==> src/rtl/pltr_pkg.sv <==
// Shared types and constants of the ping loss and round-trip tracker.
// Used by pltr_front, pltr_queue, pltr_back and ping_loss_and_rtt_tracker.
`timescale 1ns / 1ps

package pltr_pkg;

    // Defaults of the top-level parameters
    localparam int HISTORY_DEPTH_DEF    = 64;
    localparam int TIME_WIDTH_DEF       = 48;
    localparam int MAX_DESTINATIONS_DEF = 256;

    // Field widths on the ports
    localparam int SEQ_W   = 32;
    localparam int FTIME_W = 48;
    localparam int DEST_W  = 8;
    localparam int NDEST_W = 9;
    localparam int BURST_W = 16;
    localparam int CNT_W   = 32;

    // Stream word layout
    localparam int IN_DATA_W  = 80;
    localparam int IN_USER_W  = 1;
    localparam int OUT_DATA_W = 312;
    localparam int OUT_USER_W = 3;

    // Configuration port
    localparam int CFG_IDX_W  = 2;
    localparam int CFG_DATA_W = 16;
    localparam logic [CFG_IDX_W-1:0] CFG_PINGS_PER_DEST   = 2'd0;
    localparam logic [CFG_IDX_W-1:0] CFG_NUM_DESTINATIONS = 2'd1;
    localparam logic [CFG_IDX_W-1:0] CFG_CONTINUOUS       = 2'd2;

    // Entries of the queue between front and back
    localparam int QUEUE_DEPTH = 2;

    typedef enum logic {
        KIND_SEND  = 1'b0,
        KIND_REPLY = 1'b1
    } t_kind;

    // One classified word handed from the front to the back
    typedef struct packed {
        t_kind             kind;
        logic              sent;
        logic              fresh;
        logic              rtt_valid;
        logic [DEST_W-1:0] dest;
        logic [SEQ_W-1:0]  seq;
        logic [SEQ_W-1:0]  next_seq;
    } t_work;

endpackage

==> src/rtl/pltr_queue.sv <==
// Short queue between front and back of the tracker.
// Holds classified words and their round trips. Depends on pltr_pkg.
`timescale 1ns / 1ps

module pltr_queue #(
    parameter int TIME_WIDTH = pltr_pkg::TIME_WIDTH_DEF
) (
    input  logic                  i_clk,
    input  logic                  i_rst_n,
    input  logic                  i_valid,
    output logic                  o_ready,
    input  pltr_pkg::t_work       i_work,
    input  logic [TIME_WIDTH-1:0] i_rtt,
    output logic                  o_valid,
    input  logic                  i_ready,
    output pltr_pkg::t_work       o_work,
    output logic [TIME_WIDTH-1:0] o_rtt
);

    localparam int DEPTH = pltr_pkg::QUEUE_DEPTH;
    localparam int PTR_W = (DEPTH > 1) ? $clog2(DEPTH) : 1;
    localparam int CNT_W = $clog2(DEPTH + 1);
    localparam logic [PTR_W-1:0] LAST_PTR = PTR_W'(DEPTH - 1);
    localparam logic [CNT_W-1:0] FULL_CNT = CNT_W'(DEPTH);

    pltr_pkg::t_work       r_work [DEPTH];
    logic [TIME_WIDTH-1:0] r_rtt  [DEPTH];
    logic [PTR_W-1:0]      r_wp;
    logic [PTR_W-1:0]      r_rp;
    logic [CNT_W-1:0]      r_cnt;
    logic                  push;
    logic                  pop;

    assign o_ready = (r_cnt != FULL_CNT);
    assign o_valid = (r_cnt != '0);
    assign push    = i_valid && o_ready;
    assign pop     = o_valid && i_ready;
    assign o_work  = r_work[r_rp];
    assign o_rtt   = r_rtt[r_rp];

    // pointers and fill level
    always_ff @(posedge i_clk) begin
        if (!i_rst_n) begin
            r_wp  <= '0;
            r_rp  <= '0;
            r_cnt <= '0;
        end else begin
            if (push) begin
                r_wp <= (r_wp == LAST_PTR) ? '0 : r_wp + PTR_W'(1);
            end
            if (pop) begin
                r_rp <= (r_rp == LAST_PTR) ? '0 : r_rp + PTR_W'(1);
            end
            if (push && !pop) begin
                r_cnt <= r_cnt + CNT_W'(1);
            end else if (pop && !push) begin
                r_cnt <= r_cnt - CNT_W'(1);
            end
        end
    end

    // storage
    always_ff @(posedge i_clk) begin
        if (push) begin
            r_work[r_wp] <= i_work;
            r_rtt[r_wp]  <= i_rtt;
        end
    end

    // an empty queue has its pointers together
    a_empty_ptrs: assert property (@(posedge i_clk) disable iff (!i_rst_n)
        (r_cnt == '0) |-> (r_wp == r_rp))
        else $error("queue empty with pointers apart");

endmodule

==> config.mk <==
export PLATFORM = sky130hd
export DESIGN_NAME = pltr_queue
export DESIGN_NICKNAME = d
export VERILOG_FILES = /design/src/rtl/pltr_pkg.sv /design/src/rtl/pltr_queue.sv
export SDC_FILE = /design/constraint.sdc
export NUM_CORES = 1
export LEC_CHECK = 0
export BUFFER_PORTS_ARGS = -buffer_cell sky130_fd_sc_hd__buf_2
export CAP_MARGIN = 25
export CORE_ASPECT_RATIO = 1.4
export CORE_MARGIN = 4
export CORE_UTILIZATION = 55
export CTS_CLUSTER_DIAMETER = 150
export DETAILED_ROUTE_END_ITERATION = 10
export GPL_ROUTABILITY_DRIVEN = 1
export GPL_TIMING_DRIVEN = 0
export PLACE_DENSITY = 0.81
export SETUP_SLACK_MARGIN = 0.5
export SLEW_MARGIN = 20
export SYNTH_ARGS = -nofsm -noshare
export SYNTH_HDL_FRONTEND = slang
export SYNTH_SLANG_ARGS = --single-unit
==> constraint.sdc <==
create_clock -name i_clk -period 8.6 [get_ports i_clk]
set_clock_uncertainty 0.15 [all_clocks]
set_input_delay 1.72 -clock i_clk [delete_from_list [all_inputs] [get_ports i_clk]]
set_output_delay 1.72 -clock i_clk [all_outputs]
set_load 0.02 [all_outputs]
==> impl_metrics.csv <==
group,metric,value,unit
placed_design,numPortBuffers,253,
worst_setup_path,setup.worst_path.start_class,"flop",
global_route,antenna_violations_before_repair,3,
layout,layout.core_utilization,70.60,%
clocking,post-cts-setup-buffer-count,0,
synth,post_synth_inst_count,410,
worst_setup_path,timing.setup.critical_path_class,"reg -> out",
global_route,first_pass_grt_wire_length,27.63,mm
worst_setup_path,critPathArrivalTime,1.84,ns
route,wirelength,18.19,mm
clocking,cts-resized-gates,0,
placed_design,dpl_cell_area,0.01104,sq mm
clocking,tritoncts,"yes",
clocking,deepest_level_of_the_cts_h_tree,1,
route,antenna_violating_nets_post_route,0,
layout,layout.filler_cells,1066,
die,chip_width,118.7,um
pwr,power.total,3.736,mW
pwr,total_leakage_power,4.589,nW
die,num_io_pins,254,
timing,fin_ws,4.894,ns
worst_setup_path,highest_net_fanout_along_the_worst_path,10,
die,standard_cell_core_area,0.01682,sq mm
placed_design,dp_worst_setup_slack,5.157,ns
worst_hold_path,hp-class,"reg -> reg",
placed_design,dp_hpwl,12.53,mm
layout,area.growth.synth_to_final,25.87,%
layout,final-instance-count-excl-fill,911,
worst_setup_path,rrSetupSlack,6.42,ns
route,drtIter0Drc,308,
synth,yosysWarnings,0,
die,core.rowCount,56,
global_route,grt_max_degree,64,
route,remaining_drc_errors,0,
pwr,ir_worst_vdd,0.2729,mV
timing,tightest_slew,0.6184,ns
clocking,cts_hold_buf,0,
global_route,vias_in_the_first_global_route,5300,
worst_setup_path,endpoint_kind,"primary output",
timing,setup-violations-final,0,
run,drv.max_cap_violation_count,0,
timing,finalCriticalPeriod,3.706,ns
synth,ys_seq_elements,253,
synth,syn_nets,539,
timing,setup-tns-final,0,ns
clocking,tritoncts_num_sinks,253,
synth,post_synth_num_cell_types,21,
synth,yosysSeqAreaShare,80.02,%
timing,final_min_period_over_clock_period,43.09,%
die,dieArea,0.01934,sq mm
route,drt-pass1-iter-count,4,
clocking,cts_root_buf,"clkbuf_16",
layout,finalInstanceArea,0.01187,sq mm
synth,mapped_cell_area,0.009432,sq mm
clocking,worst_skew_pair.late_latency,0.51,ns
die,initial_core_util,56.09,%
timing,fin_worst_hold_slack,0.4300,ns
die,die_height,162.9,um
timing,achievable_frequency,0.2698,GHz
timing,report.final.hold_viol_count,0,
timing,rsz0062_at_grt,"no",
worst_setup_path,required_time_worst_endpoint,6.73,ns
placed_design,placed_cells,869,
global_route,gr-usage-all-layers,18.33,%
clocking,clockBufferDepth,3,
clocking,tritoncts.num_buffers,23,
route,total_number_of_vias,4801,
pwr,power_density,314.7,mW/mm^2
layout,final_layout_size_suffix_gt1_share,61.81,%
placed_design,final_weighted_congestion_in_routability_driven_placement,0.7142,
layout,nets,820,
clocking,cts.reportedPaths.clkPinSlew,0.07,ns
synth,synth.avg_cell_area,23.00,sq um
route,route.detailed.vias_per_inst,5.270,
timing,worst_slew_margin_rel,58.78,%
global_route,grt_remaining_overflow,0,
route,average_wire_per_cell_in_the_routed_design,19.96,um
timing,slew_violations,0,
run_status,status,"finished clean",
## sequential cells by signal, summed over array words and instances (netlist names), named ones only
register	cells
r_rtt	96
r_work	152
r_wp	1
r_rp	1
r_cnt	2
## final timing paths
path | start | to | cells past startpoint
max reg2reg | r_cnt[0] | r_work[0][51] | 4
min | r_cnt[1] | r_cnt[1] | 2
min reg2reg | r_cnt[1] | r_cnt[1] | 2
max | flop | o_work[38] | 5
## worst max-delay path, cell delays in order (launching register included)
cell     delay, ns
dfxtp_1       0.32
buf_6         0.13
buf_6         0.18
buf_6         0.20
mux2_4        0.32
buf_2         0.16
## placed cells by master (no fill, tap or decap)
| cell type | count |
|---|---|
| ha_1 | 1 |
| and2_1 | 4 |
| or3_1 | 1 |
| or2_2 | 1 |
| clkinv_1 | 2 |
| o21ai_0 | 1 |
| clkinv_2 | 3 |
| clkbuf_16 | 23 |
| a21boi_1 | 1 |
| a21boi_0 | 1 |
| buf_2 | 259 |
| o21ai_1 | 1 |
| mux2_2 | 64 |
| clkinvlp_4 | 2 |
| bufinv_16 | 6 |
| clkbuf_1 | 1 |
| buf_12 | 1 |
| edfxtp_1 | 248 |
| inv_6 | 5 |
| nand3b_1 | 1 |
| buf_6 | 8 |
| xnor2_1 | 2 |
| nand2b_4 | 1 |
| mux2_4 | 60 |
| xor2_1 | 1 |
| buf_16 | 2 |
| and3_4 | 1 |
| dfxtp_1 | 5 |
| diode_2 | 1 |
| a21bo_2 | 1 |
## metal layers
layer  global-route usage (%)  part of all wire [%]  up-vias
met5                        0                  0.21        -
met4                    6.537                   3.2        4
met3                    4.899                   6.7       44
met2                    34.95                    56      180
met1                    19.26                    34     2383
li1                         -                     -     2190
## cell families after synthesis
| group | Yosys count | synth area share (%) |
|---|---|---|
| compound gates | 5 | 0.3714 |
| xor+xnor | 3 | 0.2786 |
| fa+ha+maj | 1 | 0.1326 |
| buf+inv | 15 | 1.313 |
| flops | 253 | 80.02 |
| mux | 124 | 17.19 |
| simple gates | 9 | 0.6899 |
## final cells by class
cell class	instances	area [sq um]	area share [%]
inverter	1	8.758	0.07378
buffer	14	120.1	1.012
tap	203	254.0	2.140
clock buffer	24	579.3	4.880
sequential	253	7547	63.57
clock inverter	17	252.7	2.129
timing repair buffer	256	1341	11.30
multi-input combinational	142	1765	14.87
antenna	1	2.502	0.02108
## where the power goes
part	internal, mW	leakage, nW	switching (mW)
sequential	1.54	2.36	0.0435
clock	0.675	0.403	0.431
combinational	0.451	1.83	0.596
total	2.67	4.59	1.07
## synthesized netlist by cell type, drive strengths merged
master | number | share of area (%)
dfxtp | 5 | 1.1
or3 | 1 | 0.066
or2 | 1 | 0.066
xnor2 | 2 | 0.19
a21boi | 2 | 0.16
and2 | 4 | 0.27
mux2 | 124 | 17
nand2b | 1 | 0.15
inv | 1 | 0.040
o21ai | 2 | 0.11
edfxtp | 248 | 79
xor2 | 1 | 0.093
buf | 14 | 1.3
a21bo | 1 | 0.11
nand3b | 1 | 0.080
ha | 1 | 0.13
and3 | 1 | 0.066
Power figures use the tool's default switching activity.
