$ cat config.mk
export PLATFORM = sky130hd
export DESIGN_NAME = pltr_back
export DESIGN_NICKNAME = d
export VERILOG_FILES = /design/src/rtl/pltr_pkg.sv /design/src/rtl/pltr_back.sv
export SDC_FILE = /design/constraint.sdc
export NUM_CORES = 1
export LEC_CHECK = 0
export ABC_AREA = 1
export BUFFER_PORTS_ARGS = -buffer_cell sky130_fd_sc_hd__buf_4
export CAP_MARGIN = 10
export CORE_MARGIN = 8
export CORE_UTILIZATION = 50
export DETAILED_ROUTE_END_ITERATION = 12
export GPL_TIMING_DRIVEN = 0
export HOLD_SLACK_MARGIN = 0.08
export PLACE_DENSITY_LB_ADDON = 0.08
export SETUP_SLACK_MARGIN = 0.02
export SLEW_MARGIN = 5
export SYNTH_ARGS = -nofsm -noshare
export SYNTH_HDL_FRONTEND = slang
export SYNTH_SLANG_ARGS = --single-unit
$ cat constraint.sdc
create_clock -name i_clk -period 11.5 [get_ports i_clk]
set_clock_uncertainty 0.05 [all_clocks]
set_input_delay 1.725 -clock i_clk [delete_from_list [all_inputs] [get_ports i_clk]]
set_output_delay 1.725 -clock i_clk [all_outputs]
set_load 0.1 [all_outputs]
$ cat src/rtl/pltr_pkg.sv
// Shared types and constants of the ping loss and round-trip tracker.
// Used by pltr_front, pltr_queue, pltr_back and ping_loss_and_rtt_tracker.
`timescale 1ns / 1ps

package pltr_pkg;

    // Defaults of the top-level parameters
    localparam int HISTORY_DEPTH_DEF    = 64;
    localparam int TIME_WIDTH_DEF       = 48;
    localparam int MAX_DESTINATIONS_DEF = 256;

    // Field widths on the ports
    localparam int SEQ_W   = 32;
    localparam int FTIME_W = 48;
    localparam int DEST_W  = 8;
    localparam int NDEST_W = 9;
    localparam int BURST_W = 16;
    localparam int CNT_W   = 32;

    // Stream word layout
    localparam int IN_DATA_W  = 80;
    localparam int IN_USER_W  = 1;
    localparam int OUT_DATA_W = 312;
    localparam int OUT_USER_W = 3;

    // Configuration port
    localparam int CFG_IDX_W  = 2;
    localparam int CFG_DATA_W = 16;
    localparam logic [CFG_IDX_W-1:0] CFG_PINGS_PER_DEST   = 2'd0;
    localparam logic [CFG_IDX_W-1:0] CFG_NUM_DESTINATIONS = 2'd1;
    localparam logic [CFG_IDX_W-1:0] CFG_CONTINUOUS       = 2'd2;

    // Entries of the queue between front and back
    localparam int QUEUE_DEPTH = 2;

    typedef enum logic {
        KIND_SEND  = 1'b0,
        KIND_REPLY = 1'b1
    } t_kind;

    // One classified word handed from the front to the back
    typedef struct packed {
        t_kind             kind;
        logic              sent;
        logic              fresh;
        logic              rtt_valid;
        logic [DEST_W-1:0] dest;
        logic [SEQ_W-1:0]  seq;
        logic [SEQ_W-1:0]  next_seq;
    } t_work;

endpackage

$ cat src/rtl/pltr_back.sv
// Back end of the tracker: applies replies to the loss, late, reply and
// round-trip statistics and holds the result word. Depends on pltr_pkg.
`timescale 1ns / 1ps

module pltr_back #(
    parameter int TIME_WIDTH = pltr_pkg::TIME_WIDTH_DEF
) (
    input  logic                         i_clk,
    input  logic                         i_rst_n,
    input  logic                         i_valid,
    output logic                         o_ready,
    input  pltr_pkg::t_work              i_work,
    input  logic [TIME_WIDTH-1:0]        i_rtt,
    output logic                         o_valid,
    input  logic                         i_ready,
    output pltr_pkg::t_work              o_work,
    output logic [TIME_WIDTH-1:0]        o_rtt,
    output logic [pltr_pkg::CNT_W-1:0]   o_loss,
    output logic [pltr_pkg::CNT_W-1:0]   o_late,
    output logic [pltr_pkg::CNT_W-1:0]   o_reply,
    output logic [TIME_WIDTH-1:0]        o_min,
    output logic [TIME_WIDTH-1:0]        o_max,
    output logic [pltr_pkg::CNT_W-1:0]   o_final
);

    localparam int CNT_W = pltr_pkg::CNT_W;
    localparam int SEQ_W = pltr_pkg::SEQ_W;

    logic [SEQ_W-1:0]      r_exp;
    logic [CNT_W-1:0]      r_loss;
    logic [CNT_W-1:0]      r_late;
    logic [CNT_W-1:0]      r_reply;
    logic [TIME_WIDTH-1:0] r_min;
    logic [TIME_WIDTH-1:0] r_max;
    logic                  r_ov;
    pltr_pkg::t_work       r_o_work;
    logic [TIME_WIDTH-1:0] r_o_rtt;

    logic                  pop;
    logic                  is_reply;

    assign o_ready  = !r_ov || i_ready;
    assign pop      = i_valid && o_ready;
    assign is_reply = (i_work.kind == pltr_pkg::KIND_REPLY);

    // statistics and output valid
    always_ff @(posedge i_clk) begin
        if (!i_rst_n) begin
            r_exp   <= '0;
            r_loss  <= '0;
            r_late  <= '0;
            r_reply <= '0;
            r_min   <= '1;
            r_max   <= '0;
            r_ov    <= 1'b0;
        end else begin
            if (pop && is_reply) begin
                r_reply <= r_reply + CNT_W'(1);
                // in order, gap, or late arrival
                priority if (i_work.seq == r_exp) begin
                    r_exp <= r_exp + SEQ_W'(1);
                end else if (i_work.seq > r_exp) begin
                    r_loss <= r_loss + (i_work.seq - r_exp);
                    r_exp  <= i_work.seq + SEQ_W'(1);
                end else begin
                    r_late <= r_late + CNT_W'(1);
                    r_loss <= r_loss - CNT_W'(1);
                end
                if (i_work.rtt_valid) begin
                    if (i_rtt < r_min) begin
                        r_min <= i_rtt;
                    end
                    if (i_rtt > r_max) begin
                        r_max <= i_rtt;
                    end
                end
            end
            if (pop) begin
                r_ov <= 1'b1;
            end else if (i_ready) begin
                r_ov <= 1'b0;
            end
        end
    end

    // per-word result fields
    always_ff @(posedge i_clk) begin
        if (pop) begin
            r_o_work <= i_work;
            r_o_rtt  <= i_rtt;
        end
    end

    // statistics only move on a pop, so they show this word's values
    assign o_valid = r_ov;
    assign o_work  = r_o_work;
    assign o_rtt   = r_o_rtt;
    assign o_loss  = r_loss;
    assign o_late  = r_late;
    assign o_reply = r_reply;
    assign o_min   = r_min;
    assign o_max   = r_max;
    assign o_final = r_loss + (r_o_work.next_seq - r_exp);

    // a send word leaves the reply count alone
    a_send_no_reply: assert property (@(posedge i_clk) disable iff (!i_rst_n)
        (pop && !is_reply) |=> $stable(r_reply))
        else $error("reply count moved on a send word");

    // once a valid round trip is in, min never exceeds max
    a_min_le_max: assert property (@(posedge i_clk) disable iff (!i_rst_n)
        (pop && is_reply && i_work.rtt_valid) |=> (r_min <= r_max))
        else $error("round-trip min above max");

endmodule

==> flow_summary.ini, run 1 <==
[clock_tree]
clock_sinks = 349
htree_num_levels = 2
clk_pin_slew_ns = 0.06
clockRootBuffer = clkbuf_16
cts_hold_buf = 0
cts_buffers = 42
postCtsSetupBuffers = 0
cts.path.max_buffers = 3
insertion_delay_ns = 0.58
cts_tree = done
cts_resized = 0

[timing]
relSlewSlack = 0.336
hold_viol = 0
finalSetupViolations = 0
period_needed_ns = 6.13
period_share = 0.533
slew_viol_final = 0
worstMarginPinSlew_ns = 0.996
rsz0062_at_grt = no
fmax_mhz = 163
setup_tns_ns = 0

[worst_setup_path]
r2r_setup_slack_ns = 7.78
rr_startpoint = o_valid
cp-start-kind = register
critPathCaptureType = output pin
cpMostUsedCell = nand2_1
worstSetupPathType = register to output pin
ff2ff_path_depth = 15
crit_end = o_final[27]
crit_fanout = 5
crit_arrival_ns = 4.36
critical_path.cell_chain = inv_1 -> fa_1 -> inv_1 -> ha_1 -> nand2_1 -> o21ai_0 -> nand2_1 -> nand2_1 -> nand2_1 -> nand3_1 -> nand2_1 -> nand2_1 -> a21o_1 -> nand2_1 -> a21o_1 -> nand2_1 -> buf_4
slowest_delay_ns = 0.64
slowest_stage = o21ai_0
r2r_end = o_min[44]
critPathRequiredTime_ns = 9.73
startpoint = o_work[2]

[die]
ios = 478
die_h_um = 235
row_count = 80
die_area_um2 = 55000
start_util = 0.503
core-area_um2 = 47400
die_w_um = 235

[finish]
final_common_cell = nand2_1
final_cell_mix = nand2_1, inv_1, buf_4, nand3_1, a21oi_1
final_nets = 4130
num-fill-cells = 4299
synthToLayoutAreaGrowth_pct = 23.9
final_layout_size_suffix_gt1_frac = 0.161

[pwr]
p_total_uw = 5260
peakVddDrop_mv = 0.158
pwr-share-comb = 0.484
intPower_uw = 2700
power.leakage_uw = 0.0143
power_density_nw_per_um2 = 178
clock_power_share = 0.247
p_switching_uw = 2560
seqPwrFrac = 0.269
p_sw_frac = 0.487

[routing]
wl_per_cell_um = 20.2
first_pass_iters = 9
via_per_inst = 5.49
ant_nets = 0
vias = 24100
drcViolationCount = 0
drt-total-wl_um = 88900
drt_iter0_drc = 2173

[logic_synthesis]
ys_seq_elements = 349
synth-async-reset-ratio = 0
ys_types = 48
synth_edf_count = 124
syn-instance-count = 3225
avgSynthCellArea_um2 = 7.41
syn_area_um2 = 23900
synth_sequential_area_ratio = 0.344
synth_ff_type = dfxtp_1
ys.warnings.count = 0
synth_fp_nets = 3609

[global_routing]
antenna_found_initial = 1
grt_max_degree = 75
grt_pass1_wl_um = 132000
grt_pass1_vias = 23000
grt_remaining_overflow = 0
grt.total_usage = 0.311

[run]
cap_violations = 0

[placed_design]
gp_congestion = 0.978
port_buffers = 476
dpl.hpwl_um = 72400

[outcome]
outcome = finished, final reports clean

[hold_path]
min_path_type = register to register
worstHoldStart = o_reply[31]
## worst min path at each step
| stage | to | slack [ns] | cells past startpoint |
|---|---|---|---|
| detailed placement | o_reply[31] | 0.40 | 1 |
| finish | o_reply[31] | 0.40 | 1 |
| CTS | o_reply[31] | 0.40 | 1 |
| global placement | o_reply[31] | 0.39 | 1 |
| floorplan | r_exp[1] | 0.45 | 2 |
| global route | o_reply[31] | 0.44 | 1 |
## state kept, by name (all words and copies together) (netlist names)
| signal | flops |
|---|---|
| o_loss | 32 |
| r_exp | 32 |
| o_reply | 32 |
| o_min | 48 |
| o_max | 48 |
| o_work | 76 |
| o_rtt | 48 |
| o_late | 32 |
| o_valid | 1 |
## power by group through the flow
stage / Combinational (uW) / Clock, uW / Sequential [uW]
after floorplan: 1540 / 0 / 1790
after global placement: 2500 / 0 / 1440
after detailed placement: 2530 / 0 / 1440
after CTS: 2540 / 1330 / 1410
after global routing: 2710 / 1370 / 1420
final: 2550 / 1300 / 1410
## cell usage after synthesis, types with 9 or more instances
cell type	instances	area, um2
a21o_1	9	67.6
a21oi_1	282	1410
a31oi_1	15	93.8
buf_2	17	85.1
clkbuf_1	53	199
dfxtp_1	225	4500
edfxtp_1	124	3720
fa_1	62	1240
ha_1	194	2430
inv_1	531	1990
nand2_1	707	2650
nand2_2	12	75.1
nand3_1	296	1480
nand4_1	31	194
nor2_1	257	965
nor2_2	13	81.3
nor3_1	62	310
nor4_1	15	93.8
o21a_1	9	67.6
o21ai_0	118	591
o21bai_1	13	97.6
xnor2_1	20	175
xor2_1	86	753
## per-layer routing
layer  GRT usage  wire length [um]  up-vias
li1            -                 -    11500
met1       0.387             35900    11400
met2       0.525             42300     1005
met3      0.0668              7300      165
met4       0.118              3370        0
met5           0                 0        -
## logic make-up after synthesis
| group | after synthesis | synth area share |
|---|---|---|
| adder cells (fa/ha/maj) | 256 | 0.154 |
| XOR/XNOR | 106 | 0.0389 |
| buffers and inverters | 623 | 0.102 |
| AO/OA/AOI/OAI | 470 | 0.105 |
| AND/OR/NAND/NOR | 1421 | 0.256 |
| flip-flops | 349 | 0.344 |
## layout make-up
type	count	area, um2	area share
antenna	1	2.50	0.0000846
sequential	349	8230	0.278
clock buffer	57	1150	0.0388
multi-input combinational	2253	13200	0.447
inverter	537	2020	0.0683
tap	615	769	0.0260
timing repair buffer	477	3600	0.122
clock inverter	19	174	0.00588
buffer	86	419	0.0142
## through the flow
stage	hold WS [ns]	std cells	instance area, um2	setup WS (ns)	util
after floorplan	0.448	3225	23900	5.07	-
after detailed placement	0.397	4317	28300	6.00	0.596
after global placement	0.393	4316	28200	5.08	0.595
after global routing	0.435	4393	29600	5.12	0.624
final	0.404	4394	29600	5.37	0.624
after CTS	0.403	4393	29600	5.36	0.624
## critical path: cells and delay by family, from the launching register on
kind	cells	cell delay (ns)
fa+ha+maj	2	0.98
flops	1	0.46
compound gates	3	0.97
simple gates	9	0.95
buf+inv	3	0.43
Power figures use the tool's default switching activity.
==> run 2: changes to the inputs <==
- clock period: 11.5 -> 4.91 ns (I/O delays scaled with it)
==> flow_summary.ini, run 2 (synthesis gave the netlist of run 1 again) <==
[outcome]
outcome = finished, final reports clean

[finish]
synthToLayoutAreaGrowth_pct = 25.0
final_cell_mix = nand2_1, inv_1, buf_4, nand3_1, a21oi_1
final_common_cell = nand2_1
antennaDiodeCount = 0
largest_register_ffs = 76
finalNonFillerCells = 4396
num-fill-cells = 4368
finalInstanceArea_um2 = 29900
final_nets = 4131
multi_input_area_um2 = 13500
seq_area_um2 = 8230
final_layout_size_suffix_gt1_frac = 0.172

[global_routing]
grt_pass1_wl_um = 133000
grt.total_usage = 0.314
grt_remaining_overflow = 0
antenna_found_initial = 0
grt_max_degree = 67
grt_pass1_vias = 23200

[routing]
vias = 24100
via_per_inst = 5.49
wl_per_cell_um = 20.3
drt-total-wl_um = 89200
ant_nets = 0
first_pass_iters = 6
drt_iter0_drc = 2090
drcViolationCount = 0

[die]
die_h_um = 235
die_area_um2 = 55000
row_count = 80
die_w_um = 235
ios = 478
core-area_um2 = 47400
start_util = 0.503

[pwr]
power.leakage_uw = 0.0144
peakVddDrop_mv = 0.436
power_density_nw_per_um2 = 420

[clock_tree]
cts.path.max_buffers = 3
clock_sinks = 349
htree_num_levels = 2
clk_pin_slew_ns = 0.06
insertion_delay_ns = 0.59
clockRootBuffer = clkbuf_16
cts_tree = done
cts_buffers = 42

[hold_path]
min_path_type = input pin to register
min_path_cells = 1

[worst_setup_path]
ff2ff_path_depth = 13
crit_arrival_ns = 3.95
worstSetupPathType = register to output pin
rr_startpoint = r_exp[25]
r2r_setup_slack_ns = 1.30
critPathCaptureType = output pin
cp-start-kind = register
r2r_end = o_late[4]
critPathRequiredTime_ns = 4.12
crit_fanout = 5
startpoint = o_loss[24]
crit_end = o_final[29]

[timing]
slew_viol_final = 0
fin_ws_ns = 0.174
setup_tns_ns = 0
finalSetupViolations = 0
period_needed_ns = 4.74
hold_viol = 0
fmax_mhz = 211
worstMarginPinSlew_ns = 0.982
relSlewSlack = 0.345
period_share = 0.965

[run]
cap_violations = 0

[placed_design]
dpl_cell_area_um2 = 28500
gp_congestion = 0.974
dpl.hpwl_um = 72400
dp_slack_ns = 0.507
dpl.cell_count = 4317
port_buffers = 476
==> run 2: cell types whose count changed in the layout (fill, tap and decap cells not counted), sizes merged <==
| cell | before | now |
|---|---|---|
| clkinv | 14 | 17 |
| buf | 510 | 511 |
| bufinv | 2 | 1 |
| clkinvlp | 1 | 0 |
| diode | 1 | 0 |
| inv | 539 | 540 |
==> run 2: final cells by class <==
type | instances | share of cell area
inverter | 537 | 0.0677
buffer | 86 | 0.0140
multi-input combinational | 2253 | 0.451
sequential | 349 | 0.275
clock inverter | 21 | 0.00578
timing repair buffer | 478 | 0.122
tap | 615 | 0.0258
clock buffer | 57 | 0.0391
==> run 2: through the flow <==
stage | hold slack [ns] | power (uW) | util
after floorplan | 0.448 | 7930 | -
after global placement | 0.395 | 9350 | 0.599
after detailed placement | 0.400 | 9390 | 0.600
after CTS | 0.242 | 12500 | 0.628
after global routing | 0.249 | 13100 | 0.630
final | 0.267 | 12500 | 0.630
==> run 2: worst min path at each step <==
stage                     start     endpoint  slack (ns)
finish                i_work[0]    o_work[0]        0.27
global route          i_work[0]    o_work[0]        0.25
CTS                   i_work[0]    o_work[0]        0.24
detailed placement  o_reply[31]  o_reply[31]        0.40
global placement    o_reply[31]  o_reply[31]        0.40
floorplan              r_exp[1]     r_exp[1]        0.45
==> run 2: power by group <==
group          internal (uW)  switching (uW)  leakage [uW]
logic                   1530            4620        0.0107
clock network           1740            1340      0.000661
registers               3150             145       0.00303
total                   6420            6110        0.0144
==> run 2: what timing repair did <==
item                                    in CTS  in global routing
setup buffers                                0                  1
hold buffers                                 0                  0
cloned                                       0                  0
endpoints found under the setup margin       5                 14
gates resized for setup                      4                 19
pin swaps                                    0                  1
hold endpoints to repair                     0                  0
==> run 2: critical path: stages (launching register included) <==
cell	delay, ns
dfxtp_1	0.48
inv_1	0.23
fa_1	0.56
inv_1	0.05
ha_1	0.46
nand2_1	0.17
nor2_1	0.23
inv_1	0.14
nor4_1	0.33
nand2_1	0.12
nand3b_1	0.21
xor2_2	0.17
buf_6	0.24
==> run 2: per-layer routing <==
layer,routed length [um],global-route usage
met2,41800,0.523
met5,0,0
met1,35200,0.384
met3,7660,0.0713
met4,4570,0.147
